===== config.mk =====
export PLATFORM = sky130hd
export DESIGN_NAME = tlsi_ctrl
export DESIGN_NICKNAME = d
export VERILOG_FILES = /design/src/hw/rtl/tlsi_pkg.sv /design/src/hw/rtl/tlsi_ctrl.sv
export SDC_FILE = /design/constraint.sdc
export NUM_CORES = 1
export LEC_CHECK = 0
export ABC_AREA = 1
export BUFFER_PORTS_ARGS = -buffer_cell sky130_fd_sc_hd__buf_2
export CORE_AREA = 8 8 45 47
export DETAILED_ROUTE_END_ITERATION = 10
export DIE_AREA = 0 0 53 55
export PLACE_DENSITY = 0.38
export SYNTH_ARGS = -nofsm -noshare
export SYNTH_HDL_FRONTEND = slang
export SYNTH_SLANG_ARGS = --single-unit

===== constraint.sdc =====
create_clock -name i_clk -period 1.1 [get_ports i_clk]
set_clock_uncertainty 0.2 [all_clocks]
set_input_delay 0.22 -clock i_clk [delete_from_list [all_inputs] [get_ports i_clk]]
set_output_delay 0.22 -clock i_clk [all_outputs]
set_load 0.05 [all_outputs]

===== src/hw/rtl/tlsi_pkg.sv =====
// Shared constants and types for the three-list sorted intersection block.
`timescale 1ns / 1ps
`default_nettype none
package tlsi_pkg;

    localparam int DEPTH_DEFAULT = 64;
    localparam int WIDTH_DEFAULT = 32;
    localparam int MAX_RESULTS   = 64;
    localparam int RES_CNT_W     = $clog2(MAX_RESULTS + 1);

    // request codes
    localparam logic [1:0] REQ_APPEND_A = 2'd0;
    localparam logic [1:0] REQ_APPEND_B = 2'd1;
    localparam logic [1:0] REQ_APPEND_C = 2'd2;
    localparam logic [1:0] REQ_RUN      = 2'd3;

    // controller -> datapath
    typedef struct packed {
        logic load;    // append i_value to the list picked by req_type
        logic step;    // act on the current heads: emit or advance
        logic finish;  // post the final item and clear the lists
    } t_cmd;

    // datapath -> controller
    typedef struct packed {
        logic walk_done;    // a list is exhausted or the result cap is hit
        logic match;        // all three heads are equal
        logic have_pending; // a found value waits for its last mark
        logic can_push;     // output register can take an item this cycle
    } t_status;

endpackage
`default_nettype wire


===== src/hw/rtl/tlsi_ctrl.sv =====
// Sequencer for loads and the intersection walk.
`timescale 1ns / 1ps
`default_nettype none
module tlsi_ctrl (
    input  wire logic            i_clk,
    input  wire logic            i_rst_n,
    input  wire logic            i_in_valid,
    input  wire logic [1:0]      i_req_type,
    input  wire tlsi_pkg::t_status i_status,
    output logic                 o_in_ready,
    output tlsi_pkg::t_cmd       o_cmd
);

    typedef enum logic [1:0] {
        S_IDLE,
        S_FETCH,
        S_CMP,
        S_FINAL
    } t_state;

    t_state r_state;
    t_state n_state;
    logic   accept;

    assign o_in_ready = (r_state == S_IDLE);
    assign accept     = i_in_valid && o_in_ready;

    always_comb begin
        n_state      = r_state;
        o_cmd.load   = 1'b0;
        o_cmd.step   = 1'b0;
        o_cmd.finish = 1'b0;
        case (r_state)
            S_IDLE: begin
                if (accept) begin
                    if (i_req_type == tlsi_pkg::REQ_RUN) begin
                        n_state = S_FETCH;
                    end else begin
                        o_cmd.load = 1'b1;
                    end
                end
            end
            S_FETCH: begin
                n_state = S_CMP;
            end
            S_CMP: begin
                if (i_status.walk_done) begin
                    n_state = S_FINAL;
                end else if (i_status.match && i_status.have_pending &&
                             !i_status.can_push) begin
                    n_state = S_CMP;    // hold until the older item drains
                end else begin
                    o_cmd.step = 1'b1;
                    n_state    = S_FETCH;
                end
            end
            S_FINAL: begin
                if (i_status.can_push) begin
                    o_cmd.finish = 1'b1;
                    n_state      = S_IDLE;
                end
            end
            default: begin
                n_state = S_IDLE;
            end
        endcase
    end

    always_ff @(posedge i_clk) begin
        if (!i_rst_n) begin
            r_state <= S_IDLE;
        end else begin
            r_state <= n_state;
        end
    end

endmodule
`default_nettype wire


* Word-level counts from Yosys, hierarchy flattened
Index checks and enable logic that the tools add are counted.
W data, S select, Z words.
** Storage, ports and cells
- Register bits :: 2
- Input port bits :: 9
- Word-level logic and storage cells :: 28
** Operators by class
- Equality and inequality tests :: 7
- Multiplexer cells :: 14
- Reductions and logical operators :: 6
** Operator list (count)
- $mux W2 :: 5
- $mux W1 :: 8
- $pmux W2 S4 :: 1
- $eq A2 B2 Y1 const B :: 3
- $ne A2 B1 Y1 const B :: 2
- $logic_and A1 B1 Y1 :: 3
- $reduce_and A3 Y1 :: 1
- $eq A2 B1 Y1 const B :: 1
- $logic_not A2 Y1 :: 1
- $ne A2 B2 Y1 const B :: 1
- $logic_not A1 Y1 :: 1

* Longest topological paths before layout
Gate-level depths: netlist of run 1.
- Depth after elaboration :: 5
- Depth in mapped cells :: 7
- Gate-level depth less buffers :: 7

* Least setup slack after synthesis of run 1
Ideal clock, no wire load.
- Kind :: flip-flop to output port
- Start point :: register r_state[0]
- End point :: output o_cmd[2] (netlist name)
- Arrival time :: 1609 ps
- Setup slack :: -929 ps
- Cell stages (with the launch flop) :: 4
- Path buffers :: 0
- Cells stage by stage :: dfxtp_1 nor2_2 nand2_1 nor2_1
** RTL lines
- start: declaration :: line tlsi_ctrl.sv:21 : t_state r_state;
- start signal: assignment :: line tlsi_ctrl.sv:73 : r_state <= n_state;
- end: declaration :: line tlsi_ctrl.sv:11 : output tlsi_pkg::t_cmd o_cmd

==> results of run 1 <==
[worst max-delay path by stage]
stage	slack, ps	to
after floorplan	-410	o_cmd[2]
after global placement	-230	o_cmd[2]
after detailed placement	-230	o_cmd[1]
after CTS	-320	o_cmd[2]
after global routing	-370	o_cmd[2]
final	-310	o_cmd[2]
[routing by layer]
metal	track usage, %	up-vias	routed length (um)
met5	0	-	0
met4	3.88	0	0
met3	2.14	0	66
met2	5.66	8	240
met1	5.31	101	270
li1	-	145	-
[timing repair]
item | 4_1_cts | 5_1_grt
pin swaps | 3 | 0
endpoints found under the setup margin | 6 | 6
endpoints found under the hold margin | 1 | 0
hold buffers | 1 | 0
buffers inserted | 2 | 0
gates resized for setup | 13 | 1
[logic make-up after synthesis]
group / after synthesis / share of synthesized area, %
AO/OA/AOI/OAI: 1 / 4.08
buffers and inverters: 7 / 14.3
flip-flops: 2 / 21.8
AND/OR/NAND/NOR: 24 / 59.9
[critical path, cell delays in order, from the launching register on]
cell     delay (ps)
dfxtp_4         360
nor2_4           90
nand2_2          80
nor2_4           90
buf_8           150
[stage by stage]
stage | total power, uW | instances
final | 432 | 73
after global routing | 470 | 73
after CTS | 447 | 73
after detailed placement | 234 | 67
after global placement | 234 | 67
after floorplan | 181 | 34
[where the power goes]
part	switching, uW	total [uW]	internal (uW)
combinational	95.7	184	88.3
sequential	9.52	88.3	78.8
clock	39.1	159	120
[final cells by class]
type | count | area (sq um) | share of cell area (%)
Clock buffer | 3 | 22.5 | 5.28
Inverter | 7 | 26.3 | 6.16
Multi-Input combinational cell | 25 | 154 | 36.1
Sequential cell | 2 | 45.0 | 10.6
Tap cell | 16 | 20.0 | 4.69
Timing Repair Buffer | 20 | 159 | 37.2
[cells in the final DEF (no fill, tap or decap)]
master,n
nand2_2,3
o21bai_1,1
buf_8,3
dfxtp_2,1
inv_2,1
buf_4,7
dfxtp_4,1
nor3_4,1
nor2_4,4
clkbuf_4,3
dlygate4sd3_1,1
buf_6,1
nor2_2,1
nand3b_1,1
nand2_1,10
nor2_1,4
buf_2,8
inv_1,6
==> results.tsv, run 1 <==
stage	metric	value	unit
place	worst slack, placed	-235	ps
routing	Avg WL per Cell	7.90	um
floorplan	Die W	53	um
floorplan	die height	55	um
clock_network	clk slew on worst S/H paths	30	ps
sta	final worst path period need	1410	ps
synth	Mean Syn Cell Area	5.41	sq um
final_layout	Most flops, register	r_state	
place	IO Port Bufs	12	
final_layout	Regs by FF count	r_state: 2 flops	
global_routing	GRT Total Usage	4.42	%
sta	FMAX	711	MHz
setup_path	Setup CP Type	reg2out	
sta	Fin Hold WS	236	ps
clock_network	worst skew pair latency	220	ps
clock_network	Num CTS Buffers	3	
sta	RSZ-0062 raised after global routing	yes	
final_layout	design area	427	sq um
setup_path	reg2reg start	r_state[0]$_SDFFE_PN0P_	
setup_path	crit path DAT	990	ps
sta	Fin. Hold Viols	0	
synth	Synth warnings	0	
worst_hold_path	hold_sp	i_status[3]	
status	failing checks	setup timing	
floorplan	Core Area	1380	sq um
global_routing	vias in the first global route	233	
status	status	finished with violations	
floorplan	I/O pin total	13	
synth	number of synthesized flops with an enable pin	0	
final_layout	Finished Core Util	30.8	%
setup_path	startpoint types	register	
floorplan	row count	14	
place	GP Congestion	0.720	
final_layout	Layout fillers	155	
setup_path	CP required	680	ps
synth	Post-Syn Nets	43	
sta	Tcrit/Tclk final	128	%
routing	DR vias/cell	3.48	
routing	DRC	0	
synth	Synth Register Bits	2	
global_routing	initial antenna violation count	0	
synth	top_reg_cell synth	dfxtp_1	
worst_hold_path	min-delay worst type	in2reg	
clock_network	# clock sinks	2	
global_routing	total grt overflow	0	
final_layout	n_diodes	0	
sta	Slew Limit Fails	0	
setup_path	Crit Path Max Fanout	4	
clock_network	clk root buf	clkbuf_4	
setup_path	Reg2Reg Depth	9	
synth	Syn Std Cell Area	184	sq um
routing	drt first-iter violations	0	
synth	share of flip-flops with an asynchronous set or reset	0	%
sta	Rel. slew slack	81.5	%
routing	Total Wirelength	577	um
floorplan	die area	2920	sq um
worst_hold_path	Hold EP	r_state[0]$_SDFFE_PN0P_	
floorplan	Starting Density	13.3	%
setup_path	RR Endpoint	r_state[0]$_SDFFE_PN0P_	
sta	Worst Setup Slack, final	-307	ps
setup_path	Critical Path Start	r_state[0]$_SDFFE_PN0P_	
flow_run	max cap viols	0	
place	HPWL reported at the end of detailed placement	483	um
clock_network	CTS tree	built	
final_layout	layout cells sized above 1	59.6	%
global_routing	first-pass GRT wire length	938	um
global_routing	largest net degree at the start of global routing	5	
sta	setup TNS	-1450	ps
synth	sequential share of the synthesized area	21.8	%
sta	setup violators final	6	
synth	post-synth top area share	24.5	%
synth	area leader, netlist	nand2_1	
sta	Worst Max-Slew Pin Slew	277	ps
routing	Vias	254	
synth	distinct cell type count after synthesis	10	
synth	count leader, synth	nand2_1	
clock_network	htree depth	1	
setup_path	critical path capture point type	primary output	
pwr	Peak VDD IR	0.000409	V
final_layout	max reg flops	2	
setup_path	R2R setup slack	-210	ps
pwr	pwr dens	1010	nW/um^2
clock_network	Max clock buf depth	2	
final_layout	Final #Nets	68	
routing	post-route ant nets	0	
synth	commonest cells in the synthesized netlist	nand2_1, inv_1, nor2_1	
routing	length of the first detailed-routing pass in iterations	1	
synth	cell count after synthesis	34	
place	Placed Area	337	sq um
pwr	Lkg Pwr	0.000224	uW
worst_hold_path	Hold Path Cell Cnt	7	
synth	synth top area cells	nand2_1, dfxtp_1, inv_1	
final_layout	Layout area overhead	132	%
Note: power is estimated with default switching activity, not from simulation.
==> run 2: changes to the inputs <==
--- a/config.mk
+++ b/config.mk
@@ -8,6 +8,7 @@
 export ABC_AREA = 1
 export BUFFER_PORTS_ARGS = -buffer_cell sky130_fd_sc_hd__buf_2
 export CORE_AREA = 8 8 45 47
+export CTS_BUF_LIST = sky130_fd_sc_hd__clkbuf_8
 export DETAILED_ROUTE_END_ITERATION = 10
 export DIE_AREA = 0 0 53 55
 export PLACE_DENSITY = 0.38
==> run 2 against run 1 <==
The run still ends with setup timing left. Via count decreased by 1.6%. First-iteration DRC count unchanged. Non-clock buffer count fell by 1. Hold slack got worse by 230 ps. Register-to-register slack barely moved. Total power grew 28%. Clock power grew 79%. Critical endpoint unchanged.
==> results.tsv, run 2 (same netlist as run 1, synthesis figures left out) <==
stage	metric	value	unit
setup_path	crit path DAT	970	ps
sta	Worst Max-Slew Pin Slew	277	ps
global_routing	first-pass GRT wire length	938	um
setup_path	startpoint types	register	
final_layout	most common cell after layout, fill and taps aside	nand2_1	
place	Inst Count DP	67	
sta	final worst path period need	1390	ps
clock_network	clk slew on worst S/H paths	30	ps
pwr	Lkg Pwr	0.000228	uW
pwr	Gate power share	32.8	%
setup_path	worst path cell trace	nor2_4 > nand2_2 > nor2_4 > buf_8	
routing	DRC	0	
sta	setup violators final	6	
final_layout	commonest cells after routing, fill and taps aside	nand2_1, buf_2, buf_4	
sta	Tcrit/Tclk final	127	%
global_routing	GRT Total Usage	4.42	%
routing	post-route ant nets	0	
final_layout	Layout Cells excl Fill	72	
status	failing checks	setup timing	
clock_network	# clock sinks	2	
final_layout	n_diodes	0	
floorplan	I/O pin total	13	
floorplan	die area	2920	sq um
sta	FMAX	718	MHz
final_layout	Most flops, register	r_state	
final_layout	Finished Core Util	31.5	%
floorplan	Die W	53	um
global_routing	largest net degree at the start of global routing	5	
final_layout	Layout fillers	154	
setup_path	Setup CP Type	reg2out	
setup_path	critical path capture point type	primary output	
pwr	Clock power frac	51.3	%
pwr	Sw Share	28.5	%
routing	Total Wirelength	576	um
pwr	pwr dens	1270	nW/um^2
status	status	finished with violations	
pwr	Peak VDD IR	0.000553	V
routing	Vias	250	
place	HPWL reported at the end of detailed placement	483	um
final_layout	Layout area overhead	137	%
sta	Fin. Hold Viols	0	
setup_path	slowest cell on the critical path	dfxtp_4	
routing	Avg WL per Cell	8.00	um
sta	Worst Setup Slack, final	-292	ps
final_layout	max reg flops	2	
sta	RSZ-0062 raised after global routing	yes	
pwr	Sw Pwr	158	uW
routing	drt first-iter violations	0	
sta	setup TNS	-1390	ps
clock_network	Max clock buf depth	2	
sta	Slew Limit Fails	0	
floorplan	Core Area	1380	sq um
setup_path	crit-path max cell delay	360	ps
routing	length of the first detailed-routing pass in iterations	1	
worst_hold_path	min-delay worst type	in2reg	
floorplan	die height	55	um
global_routing	vias in the first global route	230	
clock_network	Num CTS Buffers	3	
pwr	internal power	396	uW
routing	DR vias/cell	3.47	
pwr	Seq pwr share	16.0	%
clock_network	clk root buf	clkbuf_8	
floorplan	Starting Density	13.3	%
setup_path	Crit Path Max Fanout	4	
global_routing	initial antenna violation count	0	
final_layout	Final #Nets	67	
flow_run	max cap viols	0	
place	GP Congestion	0.720	
place	IO Port Bufs	12	
floorplan	row count	14	
clock_network	htree depth	1	
global_routing	total grt overflow	0	
setup_path	CP required	680	ps
final_layout	layout cells sized above 1	60.7	%
clock_network	worst skew pair latency	210	ps
setup_path	cell mode on critical path	nor2_4	
sta	Rel. slew slack	81.5	%
final_layout	Regs by FF count	r_state: 2 flops	
clock_network	CTS tree	built	
-- run 2: cell types whose count changed in the layout (fill, tap and decap cells not counted), sizes merged --
cell / delta
dlygate4sd3: -1
-- run 2: stage by stage --
stage	hold slack, ps	instance area [sq um]	worst slack [ps]	power (uW)
after global routing	18.5	435	-341	588
after CTS	7.19	432	-304	568
after detailed placement	223	337	-235	234
after floorplan	118	219	-411	181
after global placement	221	337	-231	234
final	9.45	435	-292	553
-- run 2: critical path, delay by kind of cell, from the launching register on --
family	cells	cell delay [ps]
buffers and inverters	1	150
flip-flops	1	360
AND/OR/NAND/NOR	3	260
-- run 2: layout make-up --
class	instances	area (sq um)	area share [%]
clock buffer	3	41.3	9.48
inverter	7	26.3	6.03
sequential	2	45.0	10.3
timing repair buffer	19	149	34.2
multi-input combinational	25	154	35.3
tap	16	20.0	4.60
-- run 2: what timing repair did --
action,4_1_cts,5_1_grt
gates resized for setup,13,1
pin swaps,3,0
buffers inserted,2,0
gates cloned,0,0
hold endpoints to repair,0,0
hold buffers,0,0
endpoints found under the setup margin,6,6
-- run 2: final timing paths --
path | startpoint | endpoint | slack (ps) | depth (start not counted)
worst min register to register | r_state[0]$_SDFFE_PN0P_ | r_state[1]$_SDFFE_PN0P_ | 550 | 5
worst max-delay path | r_state[0]$_SDFFE_PN0P_ | o_cmd[2] | -290 | 4
worst max register to register | r_state[0]$_SDFFE_PN0P_ | r_state[0]$_SDFFE_PN0P_ | -210 | 9
worst min-delay path | i_rst_n | r_state[1]$_SDFFE_PN0P_ | 9 | 3
-- run 2: routing by layer --
metal	track usage, %	vias up	part of all wire, %	wire length, um
met3	2.14	0	11	66
met1	5.31	100	47	270
met2	5.66	8	41	239
met4	3.88	0	0	0
met5	0	-	0	0
li1	-	142	-	-
-- run 2: power groups by stage --
stage / combinational [uW] / sequential, uW / clock [uW]
after floorplan: 92.3 / 88.9 / 0
after global placement: 144 / 89.7 / 0
after detailed placement: 144 / 89.6 / 0
after CTS: 183 / 88.4 / 297
after global routing: 198 / 89.9 / 301
final: 181 / 88.4 / 284
==> run 3: changes to the inputs <==
--- a/config.mk
+++ b/config.mk
@@ -5,13 +5,12 @@
 export SDC_FILE = /design/constraint.sdc
 export NUM_CORES = 1
 export LEC_CHECK = 0
-export ABC_AREA = 1
 export BUFFER_PORTS_ARGS = -buffer_cell sky130_fd_sc_hd__buf_2
 export CORE_AREA = 8 8 45 47
 export CTS_BUF_LIST = sky130_fd_sc_hd__clkbuf_8
 export DETAILED_ROUTE_END_ITERATION = 10
 export DIE_AREA = 0 0 53 55
-export PLACE_DENSITY = 0.38
+export PLACE_DENSITY = 0.33
 export SYNTH_ARGS = -nofsm -noshare
 export SYNTH_HDL_FRONTEND = slang
 export SYNTH_SLANG_ARGS = --single-unit
==> run 3 against run 2 <==
The flow still finishes with violations (setup timing). Final area shrank 10%. Flip-flop and latch count is the same. Synthesized area shrank 29%. Synthesized cell count shrank 56%. First-iteration DRC count grew 1. Cell count shrank 25%.
==> results.tsv, run 3 <==
stage	metric	value	unit
synth	Synth Register Bits	2	
setup_path	R2R setup slack	-400	ps
floorplan	Die W	53	um
setup_path	startpoint types	register	
synth	synth top area cells	dfxtp_1, o221a_1, and4b_1	
routing	drt first-iter violations	1	
floorplan	row count	14	
clock_network	clk slew on worst S/H paths	30	ps
routing	Vias	205	
final_layout	Layout area overhead	198	%
setup_path	RR Endpoint	r_state[0]$_SDFFE_PN0P_	
status	failing checks	setup timing	
clock_network	htree depth	1	
synth	Post-Syn Nets	24	
synth	number of synthesized flops with an enable pin	0	
clock_network	Max clock buf depth	2	
setup_path	critical path depth	3	
synth	commonest cells in the synthesized netlist	dfxtp_1, nor2_1	
sta	setup violators final	6	
worst_hold_path	min-delay worst type	in2reg	
global_routing	first-pass GRT wire length	1060	um
final_layout	Regs by FF count	r_state: 2 flops	
synth	distinct cell type count after synthesis	13	
setup_path	CP required	680	ps
final_layout	n_diodes	0	
setup_path	slowest cell on the critical path	or3b_4	
setup_path	crit path DAT	1290	ps
final_layout	max reg flops	2	
final_layout	most common cell after layout, fill and taps aside	buf_2	
routing	DR vias/cell	3.80	
synth	Syn Std Cell Area	131	sq um
clock_network	Num CTS Buffers	3	
place	Placed Area	254	sq um
synth	area leader, netlist	dfxtp_1	
synth	top_reg_cell synth	dfxtp_1	
setup_path	CP Buf/Inv Count	1	
global_routing	total grt overflow	0	
clock_network	clk root buf	clkbuf_8	
global_routing	vias in the first global route	237	
final_layout	design area	392	sq um
synth	post-synth top area share	30.5	%
final_layout	Layout Cells excl Fill	54	
sta	Tcrit/Tclk final	156	%
pwr	Lkg Pwr	0.000181	uW
setup_path	crit-path max cell delay	370	ps
synth	cell count after synthesis	15	
final_layout	layout cells sized above 1	81.6	%
routing	Avg WL per Cell	11.9	um
sta	Fin. Hold Viols	0	
synth	sequential share of the synthesized area	30.5	%
final_layout	Final #Nets	49	
floorplan	Core Area	1380	sq um
sta	FMAX	584	MHz
setup_path	Critical Path Start	r_state[1]$_SDFFE_PN0P_	
setup_path	top cell family by delay on the critical path	simple AND/OR/NAND/NOR gates	
sta	Worst Setup Slack, final	-611	ps
floorplan	die area	2920	sq um
global_routing	largest net degree at the start of global routing	5	
setup_path	Setup CP Type	reg2out	
place	Inst Count DP	47	
setup_path	Reg2Reg Depth	4	
pwr	Peak VDD IR	0.000366	V
setup_path	worst path cell trace	or3b_4 > and2b_4 > buf_8	
floorplan	I/O pin total	13	
routing	post-route ant nets	0	
setup_path	reg2reg start	r_state[1]$_SDFFE_PN0P_	
routing	Total Wirelength	641	um
clock_network	CTS tree	built	
place	GP Congestion	0.673	
clock_network	# clock sinks	2	
synth	Mean Syn Cell Area	8.76	sq um
place	IO Port Bufs	12	
sta	Rel. slew slack	88.5	%
setup_path	critical path capture point type	primary output	
setup_path	end point of the critical path	o_cmd[1]	
pwr	pwr dens	1160	nW/um^2
sta	Worst Max-Slew Pin Slew	173	ps
global_routing	initial antenna violation count	0	
final_layout	Most flops, register	r_state	
setup_path	Crit Path Max Fanout	2	
sta	Slew Limit Fails	0	
flow_run	max cap viols	0	
sta	RSZ-0062 raised after global routing	yes	
clock_network	worst skew pair latency	210	ps
final_layout	commonest cells after routing, fill and taps aside	buf_2, buf_4, buf_8	
status	status	finished with violations	
floorplan	die height	55	um
sta	final worst path period need	1710	ps
routing	DRC	0	
routing	length of the first detailed-routing pass in iterations	2	
floorplan	Starting Density	9.49	%
synth	Synth warnings	0	
synth	share of flip-flops with an asynchronous set or reset	0	%
global_routing	GRT Total Usage	5.29	%
run 3: layout make-up:
class | instances | area [sq um]
tap | 16 | 20.0
multi-input combinational | 13 | 116
sequential | 2 | 42.5
timing repair buffer | 20 | 171
fill | 152 | 992
clock buffer | 3 | 41.3
run 3: logic make-up (layout without fill, tap and decap cells):
kind of cell,Yosys count,in the layout,share of synthesized area (%)
simple gates,9,9,45.7
buf+inv,0,23,0
compound gates,4,4,23.8
flops,2,2,30.5
run 3: worst min path at each step:
stage | endpoint | slack (ps) | cells past startpoint | from
floorplan | r_state[1]$_SDFFE_PN0P_ | 160 | 2 | i_rst_n
global placement | r_state[1]$_SDFFE_PN0P_ | 280 | 3 | i_rst_n
detailed placement | r_state[1]$_SDFFE_PN0P_ | 290 | 3 | i_rst_n
CTS | r_state[1]$_SDFFE_PN0P_ | 80 | 3 | i_rst_n
global route | r_state[1]$_SDFFE_PN0P_ | 140 | 3 | i_rst_n
finish | r_state[1]$_SDFFE_PN0P_ | 110 | 3 | i_rst_n
run 3: what timing repair did:
action                                  in CTS  in global routing
pin swaps                                    3                  4
resized for setup                           16                  5
hold buffers                                 0                  0
buffers inserted                             3                  3
endpoints found under the setup margin       6                  6
run 3: routing by layer:
layer / GRT usage, % / up-vias / wire length [um]
li1: - / 106 / -
met1: 5.44 / 84 / 279
met2: 7.03 / 13 / 232
met3: 4.28 / 2 / 121
met4: 3.88 / 0 / 8
met5: 0 / - / 0
run 3: per-stage QoR:
stage	TNS (ps)	worst slack [ps]	hold WS (ps)	utilization [%]	total power [uW]
finish	-2100	-611	115	28.3	453
global route	-2310	-635	135	28.3	486
CTS	-2190	-591	83.4	26.5	451
detailed placement	-1460	-526	290	18.4	145
global placement	-1480	-540	283	18.4	144
floorplan	-949	-373	156	-	116
run 3: power breakdown:
part | total (uW) | switching (uW) | internal [uW] | leakage (uW)
Sequential | 77.4 | 1.42 | 76.0 | 0.0000172
Combinational | 95.8 | 45.6 | 50.1 | 0.000142
Clock | 280 | 48.9 | 231 | 0.0000216
run 3: worst reg2reg max path, cell delays in order, from the launching register on:
cell	delay, ps
dfxtp_2	320
or3b_4	370
buf_4	140
buf_6	100
o221a_1	240
